`src/rtl/deq_pkg.sv`:
```
package deq_pkg;

    // Default sizing
    localparam int DEPTH_DEF  = 16;
    localparam int DATA_W_DEF = 32;

    // Command codes
    localparam logic [1:0] CMD_PUSH_FRONT = 2'd0;
    localparam logic [1:0] CMD_PUSH_BACK  = 2'd1;
    localparam logic [1:0] CMD_POP_FRONT  = 2'd2;
    localparam logic [1:0] CMD_POP_BACK   = 2'd3;

    // Status codes
    localparam logic [1:0] STAT_DONE  = 2'd0;
    localparam logic [1:0] STAT_FULL  = 2'd1;
    localparam logic [1:0] STAT_EMPTY = 2'd2;

    typedef struct packed {
        logic [1:0]         command;
        logic signed [31:0] value;
    } deq_in_t;

    typedef struct packed {
        logic signed [31:0] popped_value;
        logic               popped_valid;
        logic [1:0]         status;
        logic [4:0]         entry_count;
        logic               is_empty;
    } deq_out_t;

    // Controller to datapath commands
    typedef struct packed {
        logic take;     // capture the incoming transaction
        logic exec;     // apply the command to pointers and storage
        logic load;     // move the result into the output register
    } deq_ctrl_t;

endpackage

```
`src/rtl/deq_ctrl.sv`:
```
module deq_ctrl (
    input  logic               clk,
    input  logic               rst_n,
    input  logic               cmd_valid,
    output logic               cmd_ready,
    output logic               res_valid,
    input  logic               res_ready,
    output deq_pkg::deq_ctrl_t ctrl
);
    import deq_pkg::*;

    localparam logic [1:0] S_IDLE = 2'd0;
    localparam logic [1:0] S_EXEC = 2'd1;
    localparam logic [1:0] S_READ = 2'd2;

    logic [1:0] state_reg;
    logic [1:0] state_next;
    logic       res_valid_reg;
    logic       res_valid_next;

    // Sequence one command: take, execute, deliver
    always_comb
    begin
        state_next     = state_reg;
        res_valid_next = res_valid_reg & ~res_ready;
        ctrl           = '0;
        cmd_ready      = 1'b0;
        unique case (state_reg)
            S_IDLE:
            begin
                cmd_ready = 1'b1;
                if (cmd_valid)
                begin
                    ctrl.take  = 1'b1;
                    state_next = S_EXEC;
                end
            end
            S_EXEC:
            begin
                ctrl.exec  = 1'b1;
                state_next = S_READ;
            end
            S_READ:
            begin
                // Hold the result until the output register is free
                if (!res_valid_reg || res_ready)
                begin
                    ctrl.load      = 1'b1;
                    res_valid_next = 1'b1;
                    state_next     = S_IDLE;
                end
            end
            default:
            begin
                state_next = S_IDLE;
            end
        endcase
    end

    always_ff @(posedge clk or negedge rst_n)
    begin
        if (!rst_n)
        begin
            state_reg     <= S_IDLE;
            res_valid_reg <= 1'b0;
        end
        else
        begin
            state_reg     <= state_next;
            res_valid_reg <= res_valid_next;
        end
    end

    assign res_valid = res_valid_reg;

endmodule

```
`src/rtl/deq_datapath.sv`:
```
module deq_datapath #(
    parameter int DEPTH      = deq_pkg::DEPTH_DEF,
    parameter int DATA_WIDTH = deq_pkg::DATA_W_DEF
) (
    input  logic               clk,
    input  logic               rst_n,
    input  deq_pkg::deq_in_t   cmd,
    input  deq_pkg::deq_ctrl_t ctrl,
    output deq_pkg::deq_out_t  res
);
    import deq_pkg::*;

    localparam int IDX_W = $clog2(DEPTH);
    localparam int CNT_W = $clog2(DEPTH + 1);

    logic [DATA_WIDTH-1:0] mem [DEPTH];

    logic [1:0]            cmd_reg;
    logic [DATA_WIDTH-1:0] word_reg;
    logic [IDX_W-1:0]      front_reg, front_next;
    logic [IDX_W-1:0]      back_reg, back_next;
    logic [CNT_W-1:0]      count_reg, count_next;
    logic                  pop_ok_reg, pop_ok_next;
    logic [1:0]            status_reg, status_next;
    logic [DATA_WIDTH-1:0] rd_data_reg;
    deq_out_t              res_reg, res_next;

    logic                  wr_en, rd_en;
    logic [IDX_W-1:0]      wr_addr, rd_addr;
    logic [IDX_W-1:0]      front_inc, front_dec, back_inc, back_dec;
    logic                  full, empty;

    // Ring neighbors of both pointers
    assign front_inc = (front_reg == IDX_W'(DEPTH - 1)) ? '0 : front_reg + 1'b1;
    assign front_dec = (front_reg == '0) ? IDX_W'(DEPTH - 1) : front_reg - 1'b1;
    assign back_inc  = (back_reg == IDX_W'(DEPTH - 1)) ? '0 : back_reg + 1'b1;
    assign back_dec  = (back_reg == '0) ? IDX_W'(DEPTH - 1) : back_reg - 1'b1;

    assign full  = (count_reg == CNT_W'(DEPTH));
    assign empty = (count_reg == '0);

    // Apply the held command to pointers, count and storage
    always_comb
    begin
        front_next  = front_reg;
        back_next   = back_reg;
        count_next  = count_reg;
        pop_ok_next = pop_ok_reg;
        status_next = status_reg;
        wr_en       = 1'b0;
        rd_en       = 1'b0;
        wr_addr     = back_reg;
        rd_addr     = front_reg;
        if (ctrl.exec)
        begin
            pop_ok_next = 1'b0;
            status_next = STAT_DONE;
            case (cmd_reg)
                CMD_PUSH_FRONT, CMD_PUSH_BACK:
                begin
                    if (full)
                    begin
                        status_next = STAT_FULL;
                    end
                    else
                    begin
                        wr_en      = 1'b1;
                        count_next = count_reg + 1'b1;
                        if (cmd_reg == CMD_PUSH_FRONT)
                        begin
                            wr_addr    = front_dec;
                            front_next = front_dec;
                        end
                        else
                        begin
                            wr_addr   = back_reg;
                            back_next = back_inc;
                        end
                    end
                end
                default:
                begin
                    if (empty)
                    begin
                        status_next = STAT_EMPTY;
                    end
                    else
                    begin
                        rd_en       = 1'b1;
                        pop_ok_next = 1'b1;
                        count_next  = count_reg - 1'b1;
                        if (cmd_reg == CMD_POP_FRONT)
                        begin
                            rd_addr    = front_reg;
                            front_next = front_inc;
                        end
                        else
                        begin
                            rd_addr   = back_dec;
                            back_next = back_dec;
                        end
                    end
                end
            endcase
        end
    end

    // Build the result transaction
    always_comb
    begin
        res_next              = res_reg;
        if (ctrl.load)
        begin
            res_next.popped_value = pop_ok_reg ? 32'(rd_data_reg) : '0;
            res_next.popped_valid = pop_ok_reg;
            res_next.status       = status_reg;
            res_next.entry_count  = 5'(count_reg);
            res_next.is_empty     = (count_reg == '0);
        end
    end

    // Pointer and count state
    always_ff @(posedge clk or negedge rst_n)
    begin
        if (!rst_n)
        begin
            front_reg <= '0;
            back_reg  <= '0;
            count_reg <= '0;
        end
        else
        begin
            front_reg <= front_next;
            back_reg  <= back_next;
            count_reg <= count_next;
        end
    end

    // Payload registers
    always_ff @(posedge clk)
    begin
        if (ctrl.take)
        begin
            cmd_reg  <= cmd.command;
            word_reg <= DATA_WIDTH'($unsigned(cmd.value));
        end
        pop_ok_reg <= pop_ok_next;
        status_reg <= status_next;
        res_reg    <= res_next;
    end

    // Entry storage, registered read
    always_ff @(posedge clk)
    begin
        if (wr_en)
        begin
            mem[wr_addr] <= word_reg;
        end
        if (rd_en)
        begin
            rd_data_reg <= mem[rd_addr];
        end
    end

    assign res = res_reg;

endmodule

```
`src/rtl/double_ended_queue.sv`:
```
// Channel  | Handshake             | Payload
// command  | cmd_valid / cmd_ready | cmd (command, value)
// result   | res_valid / res_ready | res (popped_value, popped_valid, status, entry_count, is_empty)
//
// Each command passes through capture, execute, then the registered memory
// read lands and the result loads into the output register.
// A new command is taken once the previous result sits in the output register.
// A stalled result holds the read step until the output register frees up.
// Reset clears the pointers and count; entry storage is not cleared.
module double_ended_queue #(
    parameter int DEPTH      = deq_pkg::DEPTH_DEF,
    parameter int DATA_WIDTH = deq_pkg::DATA_W_DEF
) (
    input  logic              clk,
    input  logic              rst_n,
    input  logic              cmd_valid,
    output logic              cmd_ready,
    input  deq_pkg::deq_in_t  cmd,
    output logic              res_valid,
    input  logic              res_ready,
    output deq_pkg::deq_out_t res
);
    import deq_pkg::*;

    deq_ctrl_t ctrl;

    deq_ctrl u_ctrl (
        .clk       (clk),
        .rst_n     (rst_n),
        .cmd_valid (cmd_valid),
        .cmd_ready (cmd_ready),
        .res_valid (res_valid),
        .res_ready (res_ready),
        .ctrl      (ctrl)
    );

    deq_datapath #(
        .DEPTH      (DEPTH),
        .DATA_WIDTH (DATA_WIDTH)
    ) u_datapath (
        .clk   (clk),
        .rst_n (rst_n),
        .cmd   (cmd),
        .ctrl  (ctrl),
        .res   (res)
    );

endmodule

```
`config.mk`:
```
export PLATFORM = sky130hd
export DESIGN_NAME = double_ended_queue
export DESIGN_NICKNAME = d
export VERILOG_FILES = /design/src/rtl/deq_pkg.sv /design/src/rtl/deq_ctrl.sv /design/src/rtl/deq_datapath.sv /design/src/rtl/double_ended_queue.sv
export SDC_FILE = /design/constraint.sdc
export NUM_CORES = 1
export LEC_CHECK = 0
export BUFFER_PORTS_ARGS = -buffer_cell sky130_fd_sc_hd__clkbuf_2
export CAP_MARGIN = 20
export CORE_AREA = 4 4 284 286
export CTS_CLUSTER_SIZE = 10
export DETAILED_ROUTE_END_ITERATION = 12
export DIE_AREA = 0 0 288 290
export PLACE_DENSITY = 0.49
export SYNTH_ARGS = -nofsm -noshare
export SYNTH_HDL_FRONTEND = slang
export SYNTH_SLANG_ARGS = --single-unit
```
`constraint.sdc`:
```
create_clock -name clk -period 10.25 [get_ports clk]
set_input_delay 1.025 -clock clk [delete_from_list [all_inputs] [get_ports clk]]
set_output_delay 1.025 -clock clk [all_outputs]
set_load 0.02 [all_outputs]
```
Yosys cells after proc, flatten, opt, wreduce, memory -nomap -nowiden

Memories as Yosys holds them, arrays and structs flattened. A register that Yosys moved wholly into a read port is not among the register bits.
Index checks and enable logic that the tools add are counted.

Output and inout port bits: 43
Bits in registers: 94
Bits in writable memories: 512
Input bits: 38
Memories: 1
Logic and storage cells: 97

Memory list:

| name           | words | bits a word | read ports | clocked after Yosys merged registers in | wr ports | line               | text |
|---|---|---|---|---|---|---|---|
| u_datapath.mem | 16    | 32          | 1          | 1                                       | 1        | deq_datapath.sv:16 | `logic [DATA_WIDTH-1:0] mem [DEPTH];` |

Multiplexer cells: 47
Bitwise operators: 2
Add/sub/neg operators: 6
Equality and inequality tests: 14
Reductions and logical operators: 13

Operator list:

| kind                | count |
|---|---|
| $mux 4              | 22 |
| $mux 1              | 17 |
| $mux 5              | 3 |
| $ne 2x2->1 const B  | 5 |
| $reduce_and 5->1    | 2 |
| $add 4x1->4 const B | 2 |
| $eq 4x4->1 const B  | 2 |
| $logic_not 4->1     | 2 |
| $mux 2              | 4 |
| $sub 4x1->4 const B | 2 |
| $pmux 2 s3          | 1 |
| $add 5x1->5 const B | 1 |
| $eq 5x5->1 const B  | 1 |
| $logic_not 5->1     | 1 |
| $sub 5x1->5 const B | 1 |
| $eq 2x1->1 const B  | 2 |
| $eq 2x2->1 const B  | 2 |
| $logic_not 2->1     | 2 |
| $ne 2x1->1 const B  | 2 |
| $reduce_and 3->1    | 1 |
| $reduce_and 2->1    | 1 |
| $reduce_bool 2->1   | 1 |
| $reduce_or 2->1     | 1 |
| $and 1x1->1         | 1 |
| other kinds (3)     | 3 |

Longest topological paths before layout

Gate-level depths: netlist (run 1).

Depth after elaboration: 6
Gate-level depth with buffers: 14
Mapped depth without buffers: 8

Modules after synthesis

A second synthesis (run 1) with hierarchy kept.

Cells, all modules: 1,327
Area total of the unflattened synthesis: 24,350.9 um2

Modules (own cells, without submodules):

| module       | instances | area an instance (um2) | cells each |
|---|---|---|---|
| deq_datapath | 1         | 24,218.2               | 1,315 |
| deq_ctrl     | 1         | 132.6                  | 12 |

Least setup slack after synthesis (run 1)

No wires, ideal clock.

Kind: register to register
Start point: reg u_datapath.front_reg[0]
End point: mem u_datapath.mem[0][0] in the netlist's numbering, enable pin
Path slack: 6.201 ns
Arrival: 3.628 ns
Cell stages (with the launch flop): 12
Path through: dfrtp_1 -> clkbuf_1 -> inv_1 -> clkbuf_1 -> buf_1 -> ha_1 -> o21bai_1 -> a21oi_1 -> a31oi_1 -> mux2_2 -> or2_2 -> nor2_1

Longest elaborated chain between the ends: 6
Elaborated cells between the ends (all ways): 7
Classes of those cells: add/sub: 1; mux: 5; reduce/logical: 1

Ends and longest elaborated chain:

| item                                           | line                | text |
|---|---|---|
| from (decl)                                    | deq_datapath.sv:20  | `logic [IDX_W-1:0] front_reg, front_next;` |
| from (signal assigned)                         | deq_datapath.sv:133 | `front_reg <= front_next;` |
| $sub 4x1->4 or $logic_not 4->1 (tied branches) | deq_datapath.sv:35  | `assign front_dec = (front_reg == '0) ? IDX_W'(DEPTH - 1) : front_reg - 1'b1;` |
| $mux 4 *                                       | deq_datapath.sv:35  |  |
| $mux 4 *                                       | deq_datapath.sv:69  | `if (cmd_reg == CMD_PUSH_FRONT)` |
| $mux 4 *                                       | deq_datapath.sv:61  | `if (full)` |
| $mux 4 *                                       | deq_datapath.sv:58  | `case (cmd_reg)` |
| $mux 4 *                                       | deq_datapath.sv:54  | `if (ctrl.exec)` |
| to (decl)                                      | deq_datapath.sv:16  |  |

Mark *: on every way between the ends. The rest lies on a longest branch, timed or not.

Final worst setup path (run 1)

Start point: reg u_datapath.cmd_reg[1]
End point: reg u_datapath.rd_data_reg[24] (read register of u_datapath.mem), data pin

Longest elaborated chain between the ends: 5
Elaborated cells between the ends (all ways): 10
Classes of those cells: eq/ne: 2; mux: 6; reduce/logical: 2

Ends and longest elaborated chain:

| item                   | line                | text |
|---|---|---|
| from (decl)            | deq_datapath.sv:18  | `logic [1:0] cmd_reg;` |
| from (signal assigned) | deq_datapath.sv:144 | `cmd_reg <= cmd.command;` |
| $eq 2x2->1             | deq_datapath.sv:92  | `if (cmd_reg == CMD_POP_FRONT)` |
| $mux 4                 | deq_datapath.sv:92  |  |
| $mux 4                 | deq_datapath.sv:83  | `if (empty)` |
| $mux 4                 | deq_datapath.sv:58  |  |
| $mux 4                 | deq_datapath.sv:54  |  |
| to (decl)              | deq_datapath.sv:25  | `logic [DATA_WIDTH-1:0] rd_data_reg;` |

Several ways; a longest one is shown, not always the timed one.
A chain may end at the register's enable or synchronous reset.

==> results.py, run 1 <==
metrics = {
    "die": {
        "dieArea_um2": 83500,
        "start_util_pct": 34.7,
        "ios": 81,
        "fp-row-count": 103,
        "fp.dieH_um": 290,
        "core_area_um2": 78400,
        "die_width_um": 288,
    },
    "layout": {
        "syn_to_final_growth_pct": 13.9,
        "fin_util_pct": 39.6,
        "layout_commonest_cell": "edfxtp_1",
        "layout.cells.non_filler": 2899,
        "most-common-layout-cells": "622 x edfxtp_1, 196 x mux2i_1, 95 x a31oi_1",
        "n_fill_cell": 7267,
        "largest_reg_flops": 512,
        "diodes": 0,
        "drive_gt1_share_pct": 17.3,
        "fin_nets": 1868,
    },
    "critical_path": {
        "crit_top_cell": "buf_4",
        "slowest_stage": "mux2i_4",
        "crit_family": "buffers and inverters",
        "r2r_start": "u_datapath.cmd_reg[1]",
        "critPathMaxStageDelay_ps": 890,
        "cp_data_arrival_time_ps": 5550,
        "crit_path_max_fanout": 89,
        "r2r_cells": 9,
        "r2r_end": "u_datapath.rd_data_reg[24]",
        "worstSetupStartpointType": "register",
        "crit_chain": "and4b_1 -> a21boi_4 -> buf_4 -> buf_4 -> mux2i_4 -> buf_4 -> o2111ai_1 -> o221ai_1 -> or4_1",
        "crit_required_ps": 10730,
        "path_class": "register to register",
        "endpoint_kind": "register",
        "r2r_slack_ps": 5180,
        "path_buf_inv": 3,
    },
    "clock_network": {
        "h-tree-depth": 3,
        "cts_setup_buffers": 0,
        "holdBufCountCts": 0,
        "root_buffer": "clkbuf_16",
        "clk_path_buf_depth": 3,
        "cts_buffers": 76,
        "cts_resized": 0,
        "worstSkewPairLatency_ps": 610,
        "path_clk_slew_ps": 60,
        "tritoncts": "built",
        "clock_sinks": 638,
    },
    "sta": {
        "finalMaxSlewViolations": 0,
        "slew_headroom_pct": 23.2,
        "holdWs_ps": 350,
        "setup_viol": 0,
        "timing.fmax_mhz": 197,
        "min_period_over_period_pct": 49.4,
        "tns_ps": 0,
        "worst_pin_slew_ps": 1150,
        "skew_ps": 21.7,
        "hold_viol_final": 0,
        "rsz0062_at_grt": "no",
        "fin_crit_ps": 5070,
        "setup_slack_ps": 5180,
    },
    "route": {
        "vias": 16573,
        "vias_per_cell": 5.72,
        "drcViolationCount": 0,
        "first_pass_iters": 5,
        "wl_per_cell_um": 27.1,
        "drtIter0Drc": 1400,
        "postRouteAntennaNets": 0,
        "wl_mm": 78.6,
    },
    "logic_synthesis": {
        "synth_edf_count": 622,
        "synthesis.nets": 1813,
        "synth_cells": 1767,
        "ys_ff_latch": 638,
        "synth_cell_type_count": 54,
        "synth_ff_type": "edfxtp_1",
        "yosysSeqAreaShare_pct": 70.1,
        "synth_top_area_share_pct": 68.6,
        "synth_warnings": 0,
        "synth_area_um2": 27200,
        "yosysTopAreaCell": "edfxtp_1",
        "ys_async_sr_fraction_pct": 2.51,
        "yosys-top-cells-area": "edfxtp_1 69%, mux2i_1 7.3%, mux2_2 2.7%, a31oi_1 2.2%, a2111oi_0 2.1%",
        "syn_avg_cell_area_um2": 15.4,
    },
    "global_routing": {
        "antenna_found_initial": 0,
        "grt_start_max_net_pins": 97,
        "grt_pass1_wl_mm": 115,
        "grt_pass1_vias": 17234,
        "track_usage_pct": 18.5,
        "grt_overflow_total": 0,
    },
    "place": {
        "hpwl_mm": 41.4,
        "gp_congestion": 0.756,
        "post-place-ws_ps": 5230,
        "portBuffers": 80,
        "dpl.cell_count": 2794,
    },
    "worst_hold_path": {
        "hold_class": "input pin to asynchronous set/reset pin",
    },
    "power_and_ir_drop": {
        "ir_drop_v": 0.000200,
        "leakage_uw": 0.0102,
        "power-per-cell-area_nw_per_um2": 275,
    },
    "outcome": {
        "status": "completed",
    },
    "run": {
        "max_cap_violations": 0,
    },
}
## power breakdown
group	internal [uW]	leakage (uW)	switching [uW]
clock	1390	0.00103	1000
combinational	963	0.00333	1780
sequential	3170	0.00583	220
## layer usage
layer / share of wire [%] / routed length, um / global-route usage, % / vias up
met5: 0 / 0 / 0 / -
met4: 3.7 / 2870 / 7.24 / 0
met3: 5.6 / 4420 / 3.14 / 149
met2: 48 / 38000 / 30.8 / 554
met1: 42 / 33300 / 24.2 / 8502
li1: - / - / - / 7368
## logic make-up (layout without fill, tap and decap cells)
| family | count (synthesis) | count (layout) | synth area share [%] |
|---|---|---|---|
| buffers and inverters | 159 | 241 | 2.70 |
| XOR/XNOR | 14 | 14 | 0.451 |
| AND/OR/NAND/NOR | 284 | 284 | 5.54 |
| flip-flops | 638 | 638 | 70.1 |
| adder cells (fa/ha/maj) | 8 | 8 | 0.395 |
| multiplexers | 264 | 264 | 10.0 |
| AO/OA/AOI/OAI | 400 | 400 | 10.8 |
## cell type report
type                            instances  area (um^2)  area share, %
Multi-Input combinational cell        970         7680           24.8
Inverter                               10         37.5          0.121
Clock buffer                           93         2010           6.48
Tap cell                             1050         1310           4.24
Sequential cell                       638        19100           61.6
Timing Repair Buffer                  126          758           2.45
Clock inverter                         12          113          0.363
## worst max-delay path by stage
| stage | start | endpoint | slack, ps | cells after the start |
|---|---|---|---|---|
| floorplan | u_datapath.front_reg[0] | u_datapath.mem[0][0] | 6200 | 11 |
| global placement | u_datapath.cmd_reg[1] | u_datapath.rd_data_reg[19] | 5310 | 9 |
| detailed placement | u_datapath.cmd_reg[1] | u_datapath.rd_data_reg[24] | 5230 | 9 |
| CTS | u_datapath.cmd_reg[1] | u_datapath.rd_data_reg[24] | 5250 | 9 |
| global route | u_datapath.cmd_reg[1] | u_datapath.rd_data_reg[28] | 4900 | 9 |
| finish | u_datapath.cmd_reg[1] | u_datapath.rd_data_reg[24] | 5180 | 9 |
## worst reg2reg max path: stages (launching register included)
cell and delay, ps:
edfxtp_1 860, and4b_1 430, a21boi_4 210, buf_4 790
buf_4 850, mux2i_4 930, buf_4 430, o2111ai_1 180
o221ai_1 130, or4_1 150
## per-stage QoR
step	total power, uW	instance area [um^2]
CTS	8620	31000
floorplan	5220	27200
global route	8910	31000
finish	8520	31000
global placement	6160	28900
detailed placement	6190	28900
## cells in the mapped netlist (16+ instances only)
library cell  instances
nor4_1               32
o22ai_1              66
buf_2                24
nand2_1              28
o2111ai_1            31
mux2_2               65
or4_1                33
mux2i_1             199
a31oi_1              96
o221ai_1             31
dfrtp_1              16
clkbuf_1             99
a2111oi_0            65
nor3_1               67
nor2_1               65
edfxtp_1            622
a22oi_1              32
a211oi_1             32
and2_1               36
Note: power is estimated with default switching activity, not from simulation.
==> run 2, diff against run 1 <==
PLACE_DENSITY = 0.5   (was 0.49)
clock period = 4.5 ns   (was 10.25 ns; I/O delays follow)
==> run 2 against run 1 <==
Flip-flop and latch count unchanged. Combinational power rose by 140%. Routed wire length is 1.4% higher. Clock skew increased by 8.7 ps. Via count up 2.0%. Critical endpoint is now u_datapath.rd_data_reg[23]. Largest cell class unchanged. Largest power group unchanged.
==> results.py, run 2 (synthesized netlist as in run 1, its figures left out) <==
metrics = {
    "route": {
        "vias_per_cell": 5.72,
        "drcViolationCount": 0,
        "drtIter0Drc": 1239,
        "first_pass_iters": 5,
        "wl_mm": 79.7,
        "postRouteAntennaNets": 0,
        "vias": 16902,
        "wl_per_cell_um": 27.0,
    },
    "clock_network": {
        "h-tree-depth": 3,
        "cts_resized": 0,
        "tritoncts": "built",
        "worstSkewPairLatency_ps": 630,
        "clock_sinks": 638,
        "cts_buffers": 76,
        "cts_setup_buffers": 0,
        "path_clk_slew_ps": 50,
        "clk_path_buf_depth": 3,
        "root_buffer": "clkbuf_16",
    },
    "global_routing": {
        "grt_pass1_wl_mm": 117,
        "grt_overflow_total": 0,
        "antenna_found_initial": 0,
        "grt_pass1_vias": 17345,
        "track_usage_pct": 18.8,
        "grt_start_max_net_pins": 80,
    },
    "die": {
        "ios": 81,
        "core_area_um2": 78400,
        "start_util_pct": 34.7,
        "fp-row-count": 103,
        "dieArea_um2": 83500,
        "die_width_um": 288,
        "fp.dieH_um": 290,
    },
    "outcome": {
        "status": "completed",
    },
    "critical_path": {
        "worstSetupStartpointType": "register",
        "crit_required_ps": 4850,
        "path_class": "register to register",
        "endpoint_kind": "register",
        "cp_data_arrival_time_ps": 4390,
        "crit_path_max_fanout": 51,
    },
    "sta": {
        "skew_ps": 30.4,
        "timing.fmax_mhz": 247,
        "setup_viol": 0,
        "tns_ps": 0,
        "finalMaxSlewViolations": 0,
        "fin_crit_ps": 4040,
        "rsz0062_at_grt": "no",
        "hold_viol_final": 0,
        "worst_pin_slew_ps": 1160,
        "min_period_over_period_pct": 89.9,
        "slew_headroom_pct": 22.4,
    },
    "power_and_ir_drop": {
        "pwr-share-clk_pct": 27.8,
        "power-per-cell-area_nw_per_um2": 621,
        "switchingPower_uw": 6940,
        "ir_drop_v": 0.000522,
        "leakage_uw": 0.0105,
        "power_uw": 19700,
        "p_int_uw": 12700,
        "combPwrFrac_pct": 33.5,
        "p_seq_share_pct": 38.7,
        "switching_share_pct": 35.2,
    },
    "place": {
        "hpwl_mm": 45.4,
        "gp_congestion": 0.779,
        "portBuffers": 80,
    },
    "layout": {
        "fin_nets": 1927,
        "syn_to_final_growth_pct": 16.5,
        "layout_commonest_cell": "edfxtp_1",
        "drive_gt1_share_pct": 18.1,
        "n_fill_cell": 7210,
        "diodes": 0,
        "fin_util_pct": 40.5,
        "most-common-layout-cells": "622 x edfxtp_1, 196 x mux2i_1, 95 x a31oi_1",
        "largest_reg_flops": 512,
    },
    "worst_hold_path": {
        "hold_class": "input pin to register",
    },
    "run": {
        "max_cap_violations": 0,
    },
}
[run 2: cell types whose count changed in the layout (fill, tap and decap cells not counted), sizes merged]
cell         delta
clkinv          +3
dlygate4sd3    +33
buf            +26
clkbuf          -3
inv             -1
[run 2: worst paths after layout]
path                       slack, ps  cells past startpoint                          to                      from
max                              460                     11  u_datapath.rd_data_reg[23]    u_datapath.back_reg[1]
min                               30                      1     u_datapath.word_reg[19]                   cmd[19]
max reg2reg                      460                     11  u_datapath.rd_data_reg[23]    u_datapath.back_reg[1]
min reg2reg                      430                      0           u_datapath.res[6]  u_datapath.status_reg[0]
max in group asynchronous       3800                      2     u_datapath.front_reg[1]                     rst_n
min in group asynchronous        340                      2         u_ctrl.state_reg[0]                     rst_n
[run 2: through the flow]
stage	hold WS, ps	instance area [um^2]	setup slack, ps	cells
after floorplan	154	27200	451	1767
after CTS	2.29	31700	498	2957
after detailed placement	412	29200	496	2820
after global routing	15.9	31700	317	2957
after global placement	411	29200	535	2819
final	32.8	31700	456	2957
[run 2: worst max-delay path, stage by stage (launching register included)]
cell and delay [ps]:
dfrtp_1 480, inv_1 150, ha_4 220, or3b_1 210, buf_4 350, and2_4 680, mux2i_4 390, buf_16 270
buf_4 210, o2111ai_1 110, o221ai_1 130, or4_1 530
[run 2: what timing repair did]
item                                   4_1_cts  5_1_grt
endpoints found under the hold margin       48        0
setup endpoints to repair                    0        0
hold buffers                                33        0
[run 2: power by group through the flow]
stage | Combinational (uW) | Clock, uW | Sequential [uW]
4_1_cts | 6610 | 5610 | 7630
2_1_floorplan | 4260 | 0 | 7620
5_1_grt | 6990 | 5880 | 7680
6_report | 6580 | 5470 | 7620
3_3_place_gp | 6470 | 0 | 7730
3_5_place_dp | 6570 | 0 | 7750
[run 2: per-layer routing]
layer	vias up	global-route usage, %	wire (um)
met5	-	0	0
met4	0	6.06	2080
met3	108	3.09	4410
met2	523	31.6	39300
met1	8773	24.8	34000
li1	7498	-	-
[run 2: cell type report]
| cell class | count | area [um^2] | area share, % |
|---|---|---|---|
| Multi-Input combinational cell | 970 | 7670 | 24.2 |
| Sequential cell | 638 | 19100 | 60.2 |
| Inverter | 10 | 37.5 | 0.118 |
| Timing Repair Buffer | 185 | 1470 | 4.62 |
| Clock inverter | 14 | 170 | 0.537 |
| Clock buffer | 90 | 1980 | 6.23 |
| Tap cell | 1050 | 1310 | 4.14 |
